<file path="src/hw/rtl/sbh_ram.sv">
// Generic single-write, single-read RAM with registered read data.
module sbh_ram #(
  parameter int unsigned WIDTH = 16,
  parameter int unsigned DEPTH = 256
) (
  input  logic                     clk_i,
  input  logic                     we_i,
  input  logic [$clog2(DEPTH)-1:0] waddr_i,
  input  logic [WIDTH-1:0]         wdata_i,
  input  logic [$clog2(DEPTH)-1:0] raddr_i,
  output logic [WIDTH-1:0]         rdata_o
);

  logic [WIDTH-1:0] mem_q [DEPTH];
  logic [WIDTH-1:0] rdata_q;

  always_ff @(posedge clk_i) begin
    if (we_i) begin
      mem_q[waddr_i] <= wdata_i;
    end
    rdata_q <= mem_q[raddr_i];
  end

  assign rdata_o = rdata_q;

endmodule

</file>
<file path="config.mk">
export PLATFORM = sky130hd
export DESIGN_NAME = sbh_ram
export DESIGN_NICKNAME = d
export VERILOG_FILES = /design/src/hw/rtl/sbh_ram.sv
export SDC_FILE = /design/constraint.sdc
export NUM_CORES = 2
export LEC_CHECK = 0
export ABC_AREA = 0
export BUFFER_PORTS_ARGS = -buffer_cell sky130_fd_sc_hd__buf_4
export CAP_MARGIN = 20
export CORE_MARGIN = 5
export CORE_UTILIZATION = 55
export DETAILED_ROUTE_END_ITERATION = 6
export HOLD_SLACK_MARGIN = 0.05
export PLACE_DENSITY = 0.75
export SLEW_MARGIN = 20
export SYNTH_ARGS = -nofsm -noshare
export SYNTH_HDL_FRONTEND = slang
export SYNTH_SLANG_ARGS = --single-unit
</file>
<file path="constraint.sdc">
create_clock -name clk_i -period 2.88 [get_ports clk_i]
set_input_delay 0.144 -clock clk_i [delete_from_list [all_inputs] [get_ports clk_i]]
set_output_delay 0.144 -clock clk_i [all_outputs]
set_load 0.02 [all_outputs]
</file>
==> impl_metrics.json <==
{
  "timing.critical_path.arrival_ns": 3.40,
  "design.die.area_sq_mm": 0.299,
  "hold_depth": 4,
  "power_switching_w": 0.0260,
  "grt_pass1_vias": 81948,
  "dp.cells": 11552,
  "synthesis.area_per_instance_sq_um": 21.6,
  "crit_reg_reg_startpoint": "mem_q[52][3]",
  "yosysWarningCount": 0,
  "preCtsSetupSlack_ns": -0.724,
  "crit-reg2reg-capture": "rdata_o[3]",
  "clock_power_share": 0.413,
  "timing.reg2reg.worst_path_depth": 7,
  "core-area_sq_mm": 0.288,
  "route.antenna.remaining_nets": 0,
  "worst_setup_skew_after_layout_ns": 0.0526,
  "die_outline_width_um": 547,
  "worst_hold_slack_ns": 0.106,
  "worstMarginPinSlew_ns": 1.24,
  "synth_edf_count": 4096,
  "placementRows": 197,
  "fill_cells": 18059,
  "tritoncts_num_sinks": 4112,
  "clock_insertion_delay_worst_skew_ns": 0.91,
  "class_of_the_tightest_hold_or_removal_check": "in -> reg",
  "synth_cell_type_count": 52,
  "grt.total_usage": 0.277,
  "grt_remaining_overflow": 0,
  "post-synth-top-area-fraction": 0.775,
  "worstSetupStartpointType": "input pin",
  "whs_endpoint": "mem_q[250][12]",
  "place_area_sq_mm": 0.169,
  "timing.setup.critical_path_class": "in -> reg",
  "grt_pass1_wl_um": 598000,
  "highest_fanout_seen_on_the_critical_path": 16,
  "layout.cell_area.non_filler_sq_mm": 0.182,
  "cts_buffers": 389,
  "seq_power_share": 0.532,
  "wl_per_cell_um": 34.0,
  "power.static_leakage_nw": 58.8,
  "peakVddDrop_mv": 0.539,
  "die_y_um": 547,
  "crit_buf_inv": 4,
  "cts_max_path_buffers": 4,
  "portion_of_the_clock_cycle_consumed_by_the_worst_path_in_the_final_layout": 0.983,
  "fin_nets": 8220,
  "min_from": "waddr_i[5]",
  "pin_count_of_the_biggest_net_entering_global_routing": 134,
  "synth.area.top_cells": "edfxtp_1 (77%), mux4_2 (11%), mux2i_1 (3.6%), o221ai_1 (1.4%), nor2_1 (0.72%)",
  "most_instantiated_library_cell_after_synthesis": "edfxtp_1",
  "report.final.setup_viol": 0,
  "h-tree-depth": 5,
  "vias": 82070,
  "synthArstFlopShare": 0,
  "timing.max_slew.rel_slack": 0.175,
  "reg2reg_slack_ns": 0.16,
  "rd_place_congestion": 0.905,
  "sw_frac_of_total": 0.209,
  "post_layout_nonfiller_instances": 12286,
  "postRouteWirelength_um": 418000,
  "timing.final.ws_setup_ns": 0.0500,
  "finalHoldViolations": 0,
  "clk_transition_reported_paths_ns": 0.06,
  "netlist_area_sq_mm": 0.159,
  "syn_nets": 7394,
  "timing.critical_path.mode_cell": "buf_4",
  "power.internal_w": 0.0982,
  "drv_slew": 0,
  "cts_root_buf": "clkbuf_16",
  "synth.ff_latch_count": 4112,
  "tritoncts": "done",
  "ys.flop_type": "edfxtp_1",
  "critical-path-slowest-cell": "nand3_2",
  "violations": "DRC",
  "max_freq_ghz": 0.353,
  "power.density_cell_area_mw_per_mm2": 682,
  "post-route-drc-count": 8,
  "area_leader_netlist": "edfxtp_1",
  "timing.max_cap.violations": 0,
  "initial_utilization": 0.552,
  "number_of_antenna_violations_at_the_first_check_in_global_routing": 23,
  "setup_repair_after_global_routing_missed_its_margin": "false",
  "cp_top_family": "buffers and inverters",
  "routed_via_density": 6.68,
  "outcome": "finished, violations left",
  "dr.first_iter.drc_count": 12778,
  "drt_pass1_iterations": 7,
  "synth_sequential_area_ratio": 0.777,
  "synth.cells.most_frequent": "edfxtp_1 (4096), mux4_2 (797), mux2i_1 (565)",
  "io_buffer_count": 49,
  "ioPinCount": 50,
  "time_the_final_worst_path_needs_with_i_o_delays_and_setup_ns": 2.83,
  "worst_path_largest_cell_delay_ns": 0.82,
  "drive_gt1_frac": 0.275,
  "post_synthesis_cells": 7360,
  "worst_setup_path_end_kind": "flop",
  "dp_hpwl_um": 252000,
  "worst_path_cell_trace": "dlygate4sd3_1 > buf_4 > nor2b_1 > nand3_2 > buf_4 > nor2_1 > buf_4",
  "critical_path_required_ns": 3.45,
  "comb_power_share": 0.055,
  "layout-area-overhead-vs-synth_pct": 14.8
}
cells by family after synthesis:
logic type,synth area share
muxes,0.155
and+or+nand+nor,0.0157
DFF,0.777
AOI/OAI and AO/OA,0.0354
buffers and inverters,0.0169
power groups by stage:
stage | combinational, W | sequential [W] | clock (W)
2_1_floorplan | 0.00325 | 0.0673 | 0
3_3_place_gp | 0.00652 | 0.0673 | 0
3_5_place_dp | 0.00668 | 0.0673 | 0
4_1_cts | 0.00678 | 0.0661 | 0.0517
5_1_grt | 0.00708 | 0.0660 | 0.0545
6_report | 0.00686 | 0.0661 | 0.0513
routing by layer:
layer | global-route usage | wire, um
met1 | 0.374 | 146000
met5 | 0 | 133
met3 | 0.0661 | 50300
met4 | 0.124 | 22500
met2 | 0.436 | 199000
cell usage in the layout (no fill, tap or decap), types with 88 or more instances in the layout:
| cell | Yosys | routed |
|---|---|---|
| mux2i_1 | 565 | 565 |
| a21oi_1 | 175 | 175 |
| buf_4 | 26 | 711 |
| edfxtp_1 | 4096 | 4096 |
| nor3_1 | 92 | 89 |
| clkbuf_16 | 0 | 396 |
| mux2_2 | 88 | 88 |
| o22ai_1 | 148 | 148 |
| nor2_1 | 304 | 286 |
| mux4_2 | 797 | 797 |
| o221ai_1 | 252 | 252 |
| buf_12 | 5 | 132 |
worst max-delay path by stage:
stage                       from             to  slack, ns  cells after the start
finish                waddr_i[2]  mem_q[118][8]       0.05                      7
floorplan             waddr_i[3]  mem_q[235][0]       0.57                      6
global route          raddr_i[0]     rdata_o[3]       0.02                     13
global placement      raddr_i[0]     rdata_o[3]      -0.87                     13
detailed placement    raddr_i[0]     rdata_o[3]      -0.72                     13
CTS                 mem_q[52][3]     rdata_o[3]       0.01                      7
metrics by stage:
step	total power [W]	util	TNS, ns
floorplan	0.0706	-	0
global placement	0.0739	0.588	-4.26
detailed placement	0.0740	0.588	-4.65
CTS	0.125	0.633	0
global route	0.128	0.633	0
finish	0.124	0.633	0
worst reg2reg max path, cell delays in order (launching register included):
cell and delay (ns):
edfxtp_1 0.38, mux4_2 0.47, mux4_2 0.51, a22o_1 0.47, o32ai_2 0.39, buf_4 0.20, nor4_1 0.05, buf_4 0.16
registers in the layout, summed over array words and instances (netlist names):
register,count
rdata_o,16
mem_q,4096
layout make-up:
type                       instances  area (sq um)  share of cell area
antenna                           15          37.5            0.000206
clock buffer                     466         10200              0.0560
clock inverter                   229          2480              0.0136
inverter                           4          27.5            0.000151
multi-input combinational       2792         32800               0.180
sequential                      4112        123000               0.677
tap                             3781          4730              0.0260
timing repair buffer             887          8530              0.0468
repair_timing:
action,4_1_cts,5_1_grt
hold buffers,24,0
setup endpoints to repair,0,2
hold endpoints to repair,2394,0
setup buffers,0,0
resized for setup,0,2
Note: power is estimated with default switching activity, not from simulation.
