$ cat config.mk
export PLATFORM = sky130hd
export DESIGN_NAME = sbh_log_unit
export DESIGN_NICKNAME = d
export VERILOG_FILES = /design/src/hw/rtl/sbh_pkg.sv /design/src/hw/rtl/sbh_log_unit.sv
export SDC_FILE = /design/constraint.sdc
export NUM_CORES = 1
export LEC_CHECK = 0
export BUFFER_PORTS_ARGS = -buffer_cell sky130_fd_sc_hd__buf_2
export CAP_MARGIN = 10
export CORE_ASPECT_RATIO = 1.4
export CORE_MARGIN = 10
export CORE_UTILIZATION = 40
export CTS_BUF_LIST = sky130_fd_sc_hd__clkbuf_16
export CTS_CLUSTER_DIAMETER = 200
export DETAILED_ROUTE_END_ITERATION = 6
export GPL_TIMING_DRIVEN = 0
export SYNTH_ARGS = -nofsm -noshare
export SYNTH_HDL_FRONTEND = slang
export SYNTH_SLANG_ARGS = --single-unit
$ cat constraint.sdc
create_clock -name clk_i -period 7.3 [get_ports clk_i]
set_input_delay 2.19 -clock clk_i [delete_from_list [all_inputs] [get_ports clk_i]]
set_output_delay 2.19 -clock clk_i [all_outputs]
set_load 0.1 [all_outputs]
$ cat src/hw/rtl/sbh_pkg.sv
// Package: sizes, types, codes and the band edge table of the spectrum bar history unit.
package sbh_pkg;

  localparam int unsigned BANDS     = 16;
  localparam int unsigned ROWS      = 16;
  localparam int unsigned BAND_W    = $clog2(BANDS);
  localparam int unsigned ROW_W     = $clog2(ROWS);
  localparam int unsigned ROW_CMP_W = ((ROW_W > 4) ? ROW_W : 4) + 1;
  localparam int unsigned DEPTH     = ROWS * BANDS;
  localparam int unsigned ADDR_W    = ROW_W + BAND_W;

  localparam int unsigned HEIGHT_W  = 16;
  localparam int unsigned PEAK_W    = 15;
  localparam int unsigned BIN_W     = 8;
  localparam int unsigned LOG_V_W   = 8;
  localparam int unsigned FRAC_BITS = 11;
  localparam int unsigned PROD_W    = 30;

  localparam int unsigned ROUND_BIAS  = 8192;
  localparam int unsigned ROUND_SHIFT = 14;

  localparam logic [BIN_W-1:0]    BIN_STOP   = 8'd255;
  localparam logic [HEIGHT_W-1:0] GAIN_RESET = 16'd16384;
  localparam logic [HEIGHT_W-1:0] SLEW_RESET = 16'd819;

  typedef enum logic {
    OP_SAMPLE = 1'b0,
    OP_TICK   = 1'b1
  } op_e;

  typedef enum logic {
    REG_GAIN = 1'b0,
    REG_SLEW = 1'b1
  } reg_e;

  typedef enum logic [2:0] {
    ST_CLEAR,
    ST_IDLE,
    ST_LOG,
    ST_COPY,
    ST_TREAD,
    ST_TCALC,
    ST_TOUT
  } ctrl_state_e;

  typedef enum logic [1:0] {
    LG_IDLE,
    LG_SQ,
    LG_GAIN,
    LG_RND
  } log_state_e;

  typedef struct packed {
    logic               op;
    logic signed [15:0] sample;
    logic               frame_end;
    logic [3:0]         row;
  } in_t;

  typedef struct packed {
    logic [3:0]  column;
    logic [15:0] shown_height;
    logic        last_bar;
  } out_t;

  typedef struct packed {
    logic               start;
    logic [LOG_V_W-1:0] v;
  } log_req_t;

  typedef struct packed {
    logic                done;
    logic [HEIGHT_W-1:0] height;
  } log_rsp_t;

  function automatic logic [BIN_W-1:0] band_edge(input logic [BAND_W:0] idx);
    logic [BIN_W-1:0] e;
    unique case (idx)
      5'd0:    e = 8'd0;
      5'd1:    e = 8'd1;
      5'd2:    e = 8'd2;
      5'd3:    e = 8'd3;
      5'd4:    e = 8'd5;
      5'd5:    e = 8'd7;
      5'd6:    e = 8'd10;
      5'd7:    e = 8'd14;
      5'd8:    e = 8'd20;
      5'd9:    e = 8'd28;
      5'd10:   e = 8'd40;
      5'd11:   e = 8'd54;
      5'd12:   e = 8'd74;
      5'd13:   e = 8'd101;
      5'd14:   e = 8'd137;
      5'd15:   e = 8'd187;
      default: e = 8'd255;
    endcase
    return e;
  endfunction

endpackage

$ cat src/hw/rtl/sbh_log_unit.sv
// Iterative log2 and gain unit built around one shared 16x16 multiplier.
module sbh_log_unit
  import sbh_pkg::*;
(
  input  logic                clk_i,
  input  logic                rst_ni,
  input  logic [HEIGHT_W-1:0] gain_i,
  input  log_req_t            req_i,
  output log_rsp_t            rsp_o
);

  log_state_e state_q, state_d;

  logic [15:0]          m_q;
  logic [2:0]           e_q;
  logic [FRAC_BITS-1:0] frac_q;
  logic [3:0]           k_q;
  logic [PROD_W-1:0]    prod_q;

  logic [2:0]  e_lead;
  logic [15:0] m_init;
  logic [15:0] mult_a;
  logic [15:0] mult_b;
  logic [31:0] mult_p;
  logic [16:0] sq;
  logic [30:0] rnd_sum;
  logic [16:0] h_full;

  always_comb begin
    e_lead = 3'd0;
    for (int i = 1; i < LOG_V_W; i++) begin
      if (req_i.v[i]) begin
        e_lead = 3'(i);
      end
    end
    m_init = {8'd0, req_i.v} << (4'd15 - {1'b0, e_lead});
  end

  assign mult_p  = {16'd0, mult_a} * {16'd0, mult_b};
  assign sq      = mult_p[31:15];
  assign rnd_sum = {1'b0, prod_q} + 31'(ROUND_BIAS);
  assign h_full  = 17'(rnd_sum >> ROUND_SHIFT);

  // next state
  always_comb begin
    state_d = state_q;
    unique case (state_q)
      LG_IDLE: begin
        if (req_i.start) begin
          state_d = (req_i.v == '0) ? LG_RND : LG_SQ;
        end
      end
      LG_SQ: begin
        if (k_q == 4'(FRAC_BITS - 1)) begin
          state_d = LG_GAIN;
        end
      end
      LG_GAIN: state_d = LG_RND;
      LG_RND:  state_d = LG_IDLE;
      default: state_d = LG_IDLE;
    endcase
  end

  // outputs
  always_comb begin
    mult_a       = m_q;
    mult_b       = m_q;
    rsp_o.done   = 1'b0;
    rsp_o.height = h_full[16] ? '1 : h_full[15:0];
    unique case (state_q)
      LG_GAIN: begin
        mult_a = {2'b00, e_q, frac_q};
        mult_b = gain_i;
      end
      LG_RND:  rsp_o.done = 1'b1;
      default: ;
    endcase
  end

  always_ff @(posedge clk_i or negedge rst_ni) begin
    if (!rst_ni) begin
      state_q <= LG_IDLE;
    end else begin
      state_q <= state_d;
    end
  end

  always_ff @(posedge clk_i) begin
    case (state_q)
      LG_IDLE: begin
        if (req_i.start) begin
          m_q    <= m_init;
          e_q    <= e_lead;
          frac_q <= '0;
          k_q    <= '0;
          prod_q <= '0;
        end
      end
      LG_SQ: begin
        m_q    <= sq[16] ? sq[16:1] : sq[15:0];
        frac_q <= {frac_q[FRAC_BITS-2:0], sq[16]};
        k_q    <= k_q + 4'd1;
      end
      LG_GAIN: prod_q <= mult_p[PROD_W-1:0];
      default: ;
    endcase
  end

endmodule

==> impl_metrics.env <==
export IMPL_outcome="finished with violations"
export IMPL_violations="negative setup slack"
export IMPL_max_freq_ghz=0.123
export IMPL_grt_pass1_vias=10100
export IMPL_async_flop_share_pct=3.77
export IMPL_fin_ws_ns=-0.841
export IMPL_syn_inst=1270
export IMPL_fp_dieH_um=221
export IMPL_maxCapViolCount=0
export IMPL_synth_distinct_cells=71
export IMPL_synth_top_area_share_pct=33.5
export IMPL_slowest_stage="fa_1"
export IMPL_syn_to_final_growth_pct=23.9
export IMPL_crit_buf_inv=8
export IMPL_wl_per_cell_um=20.1
export IMPL_timing_rr_end="prod_q[28]$_SDFFCE_PP0P_"
export IMPL_path_class="primary input to flop"
export IMPL_antenna_left=0
export IMPL_max_stage_delay_ns=0.58
export IMPL_nets=1734
export IMPL_finalCriticalPeriod_ns=8.14
export IMPL_hpwl_um=28500
export IMPL_setup_viol=32
export IMPL_viasPerCell=5.28
export IMPL_synth_fp_nets=1599
export IMPL_cp_arrival_ns=8.18
export IMPL_cts_sinks=53
export IMPL_fill_cells=2590
export IMPL_grt_max_degree=32
export IMPL_clockRootBuffer="clkbuf_16"
export IMPL_placed_area_mm2=0.0125
export IMPL_post_route_util_pct=50.3
export IMPL_core_area_mm2=0.0284
export IMPL_n_antenna_cell=0
export IMPL_syn_area_mm2=0.0115
export IMPL_num_io_pins=44
export IMPL_ys_top_cells_by_area="fa_1 33%, edfxtp_1 13%, ha_1 12%"
export IMPL_rows=73
export IMPL_cp_top_family="adder cells"
export IMPL_skew_ns=0.00699
export IMPL_htree_num_levels=2
export IMPL_final_area_mm2=0.0143
export IMPL_cts_made_buffers=5
export IMPL_worst_path_max_fanout=6
export IMPL_end_kind="flop"
export IMPL_fp_dieArea_mm2=0.0361
export IMPL_antenna_found_initial=0
export IMPL_finalCritPeriodShare_pct=112
export IMPL_final_setup_tns_ns=-18.46
export IMPL_r2r_setup_slack_ns=-0.68
export IMPL_r2r_start="state_q[0]$_DFFE_PN0P_"
export IMPL_place_congestion=0.934
export IMPL_avgSynthCellArea_um2=9.09
export IMPL_seq_area_frac_synth_pct=13.7
export IMPL_drv_slew=0
export IMPL_vias=9397
export IMPL_cp_required_ns=7.34
export IMPL_yosysMostFrequentCell="inv_1"
export IMPL_die_w_um=164
export IMPL_ys_ff_latch=53
export IMPL_grt_usage_pct=19.8
export IMPL_cp_start_kind="primary input"
export IMPL_path_clk_slew_ns=0.07
export IMPL_worst_pin_slew_ns=1.21
export IMPL_portBuffers=42
export IMPL_rsz0062_at_grt="true"
export IMPL_ys_flop_type="edfxtp_1"
export IMPL_endpoint="prod_q[28]$_SDFFCE_PP0P_"
export IMPL_drcViolationCount=0
export IMPL_dr_pass1_iters=5
export IMPL_clock_latency_ns=0.29
export IMPL_hp_class="flop to flop"
export IMPL_synth_edf_count=51
export IMPL_cts_tree="built"
export IMPL_start_util_pct=40.6
export IMPL_yosysTopAreaCell="fa_1"
export IMPL_reg2reg_depth=28
export IMPL_path_depth=25
export IMPL_hold_violations=0
export IMPL_drive_gt1_share_pct=24.9
export IMPL_yosys_warnings=0
export IMPL_grt_pass1_wl_um=55700
export IMPL_synthTopCellsByCount="242 x inv_1, 193 x fa_1, 168 x nand2_1, 156 x nor2_1, 109 x ha_1"
export IMPL_cts_max_path_buffers=2
export IMPL_cpMostUsedCell="fa_1"
export IMPL_totalWireLength_um=35700
export IMPL_critPathLaunch="gain_i[4]"
export IMPL_hp_start="frac_q[0]$_SDFFCE_PN0P_"
export IMPL_relSlewSlack_pct=17.1
export IMPL_initialDrtViolationCount=582
export IMPL_grt_overflow=0
[sequential cells by signal, summed over array words and instances, names as in the netlist]
| signal | count |
|---|---|
| e_q | 3 |
| frac_q | 11 |
| m_q | 16 |
| prod_q | 17 |
| state_q | 2 |
| k_q | 4 |
[layer usage]
metal | up-vias | share of wire [%] | global-route usage, %
li1 | 4270 | - | -
met1 | 4730 | 36 | 22.2
met2 | 282 | 53 | 35.4
met3 | 115 | 4.4 | 2.03
met4 | 0 | 6.8 | 11.1
met5 | - | 0 | 0
[worst min-delay path by stage]
| stage | end | slack [ns] | cells after the start |
|---|---|---|---|
| after CTS | frac_q[1]$_SDFFCE_PN0P_ | 0.60 | 1 |
| after floorplan | frac_q[1]$_SDFFCE_PN0P_ | 0.54 | 1 |
| after detailed placement | frac_q[5]$_SDFFCE_PN0P_ | 0.58 | 1 |
| after global routing | frac_q[3]$_SDFFCE_PN0P_ | 0.63 | 1 |
| after global placement | frac_q[3]$_SDFFCE_PN0P_ | 0.55 | 1 |
| final | frac_q[1]$_SDFFCE_PN0P_ | 0.60 | 1 |
[through the flow]
stage	hold slack, ns	worst slack [ns]	instances
after floorplan	0.539	-0.457	1270
after global placement	0.555	-1.80	1687
after detailed placement	0.580	-1.90	1689
after CTS	0.599	-0.904	1758
after global routing	0.628	-1.00	1780
final	0.596	-0.841	1780
[area by class of cell]
type	instances	area, um2	share of cell area (%)
inverter	244	916	6.41
multi-input combinational	942	9870	69.0
clock inverter	2	7.51	0.0525
clock buffer	5	125	0.875
tap	375	469	3.28
buffer	30	284	1.99
sequential	53	1580	11.1
timing repair buffer	129	1040	7.31
[what timing repair did]
action | 4_1_cts | 5_1_grt
cloned | 2 | 0
pin swaps | 82 | 57
endpoints found under the setup margin | 34 | 34
gates resized for setup | 168 | 79
setup buffers | 60 | 30
hold buffers | 0 | 0
[cells in the final DEF, fill, tap and decap left out, types with 10 or more instances in the layout]
cell and instances:
inv_1 221, fa_1 185, nand2_1 149, nor2_1 144, ha_1 93, buf_4 66
edfxtp_1 51, buf_2 36, mux2i_1 28, buf_6 27, a21oi_1 24, inv_2 23
and2_1 20, mux2_2 18, nand2_2 17, ha_4 14, nand3_1 13, o21ai_0 12
mux2i_4 11, clkbuf_1 10
[cells by family after synthesis]
family / synth area share, %
AND/OR/NAND/NOR: 16.0
adder cells (fa/ha/maj): 45.3
buffers and inverters: 9.26
AO/OA/AOI/OAI: 6.67
multiplexers: 6.62
flip-flops: 13.7
XOR/XNOR: 2.44
Power is not shown: default switching activity piles up to over one toggle a cycle in this logic, so the estimate is an artifact.
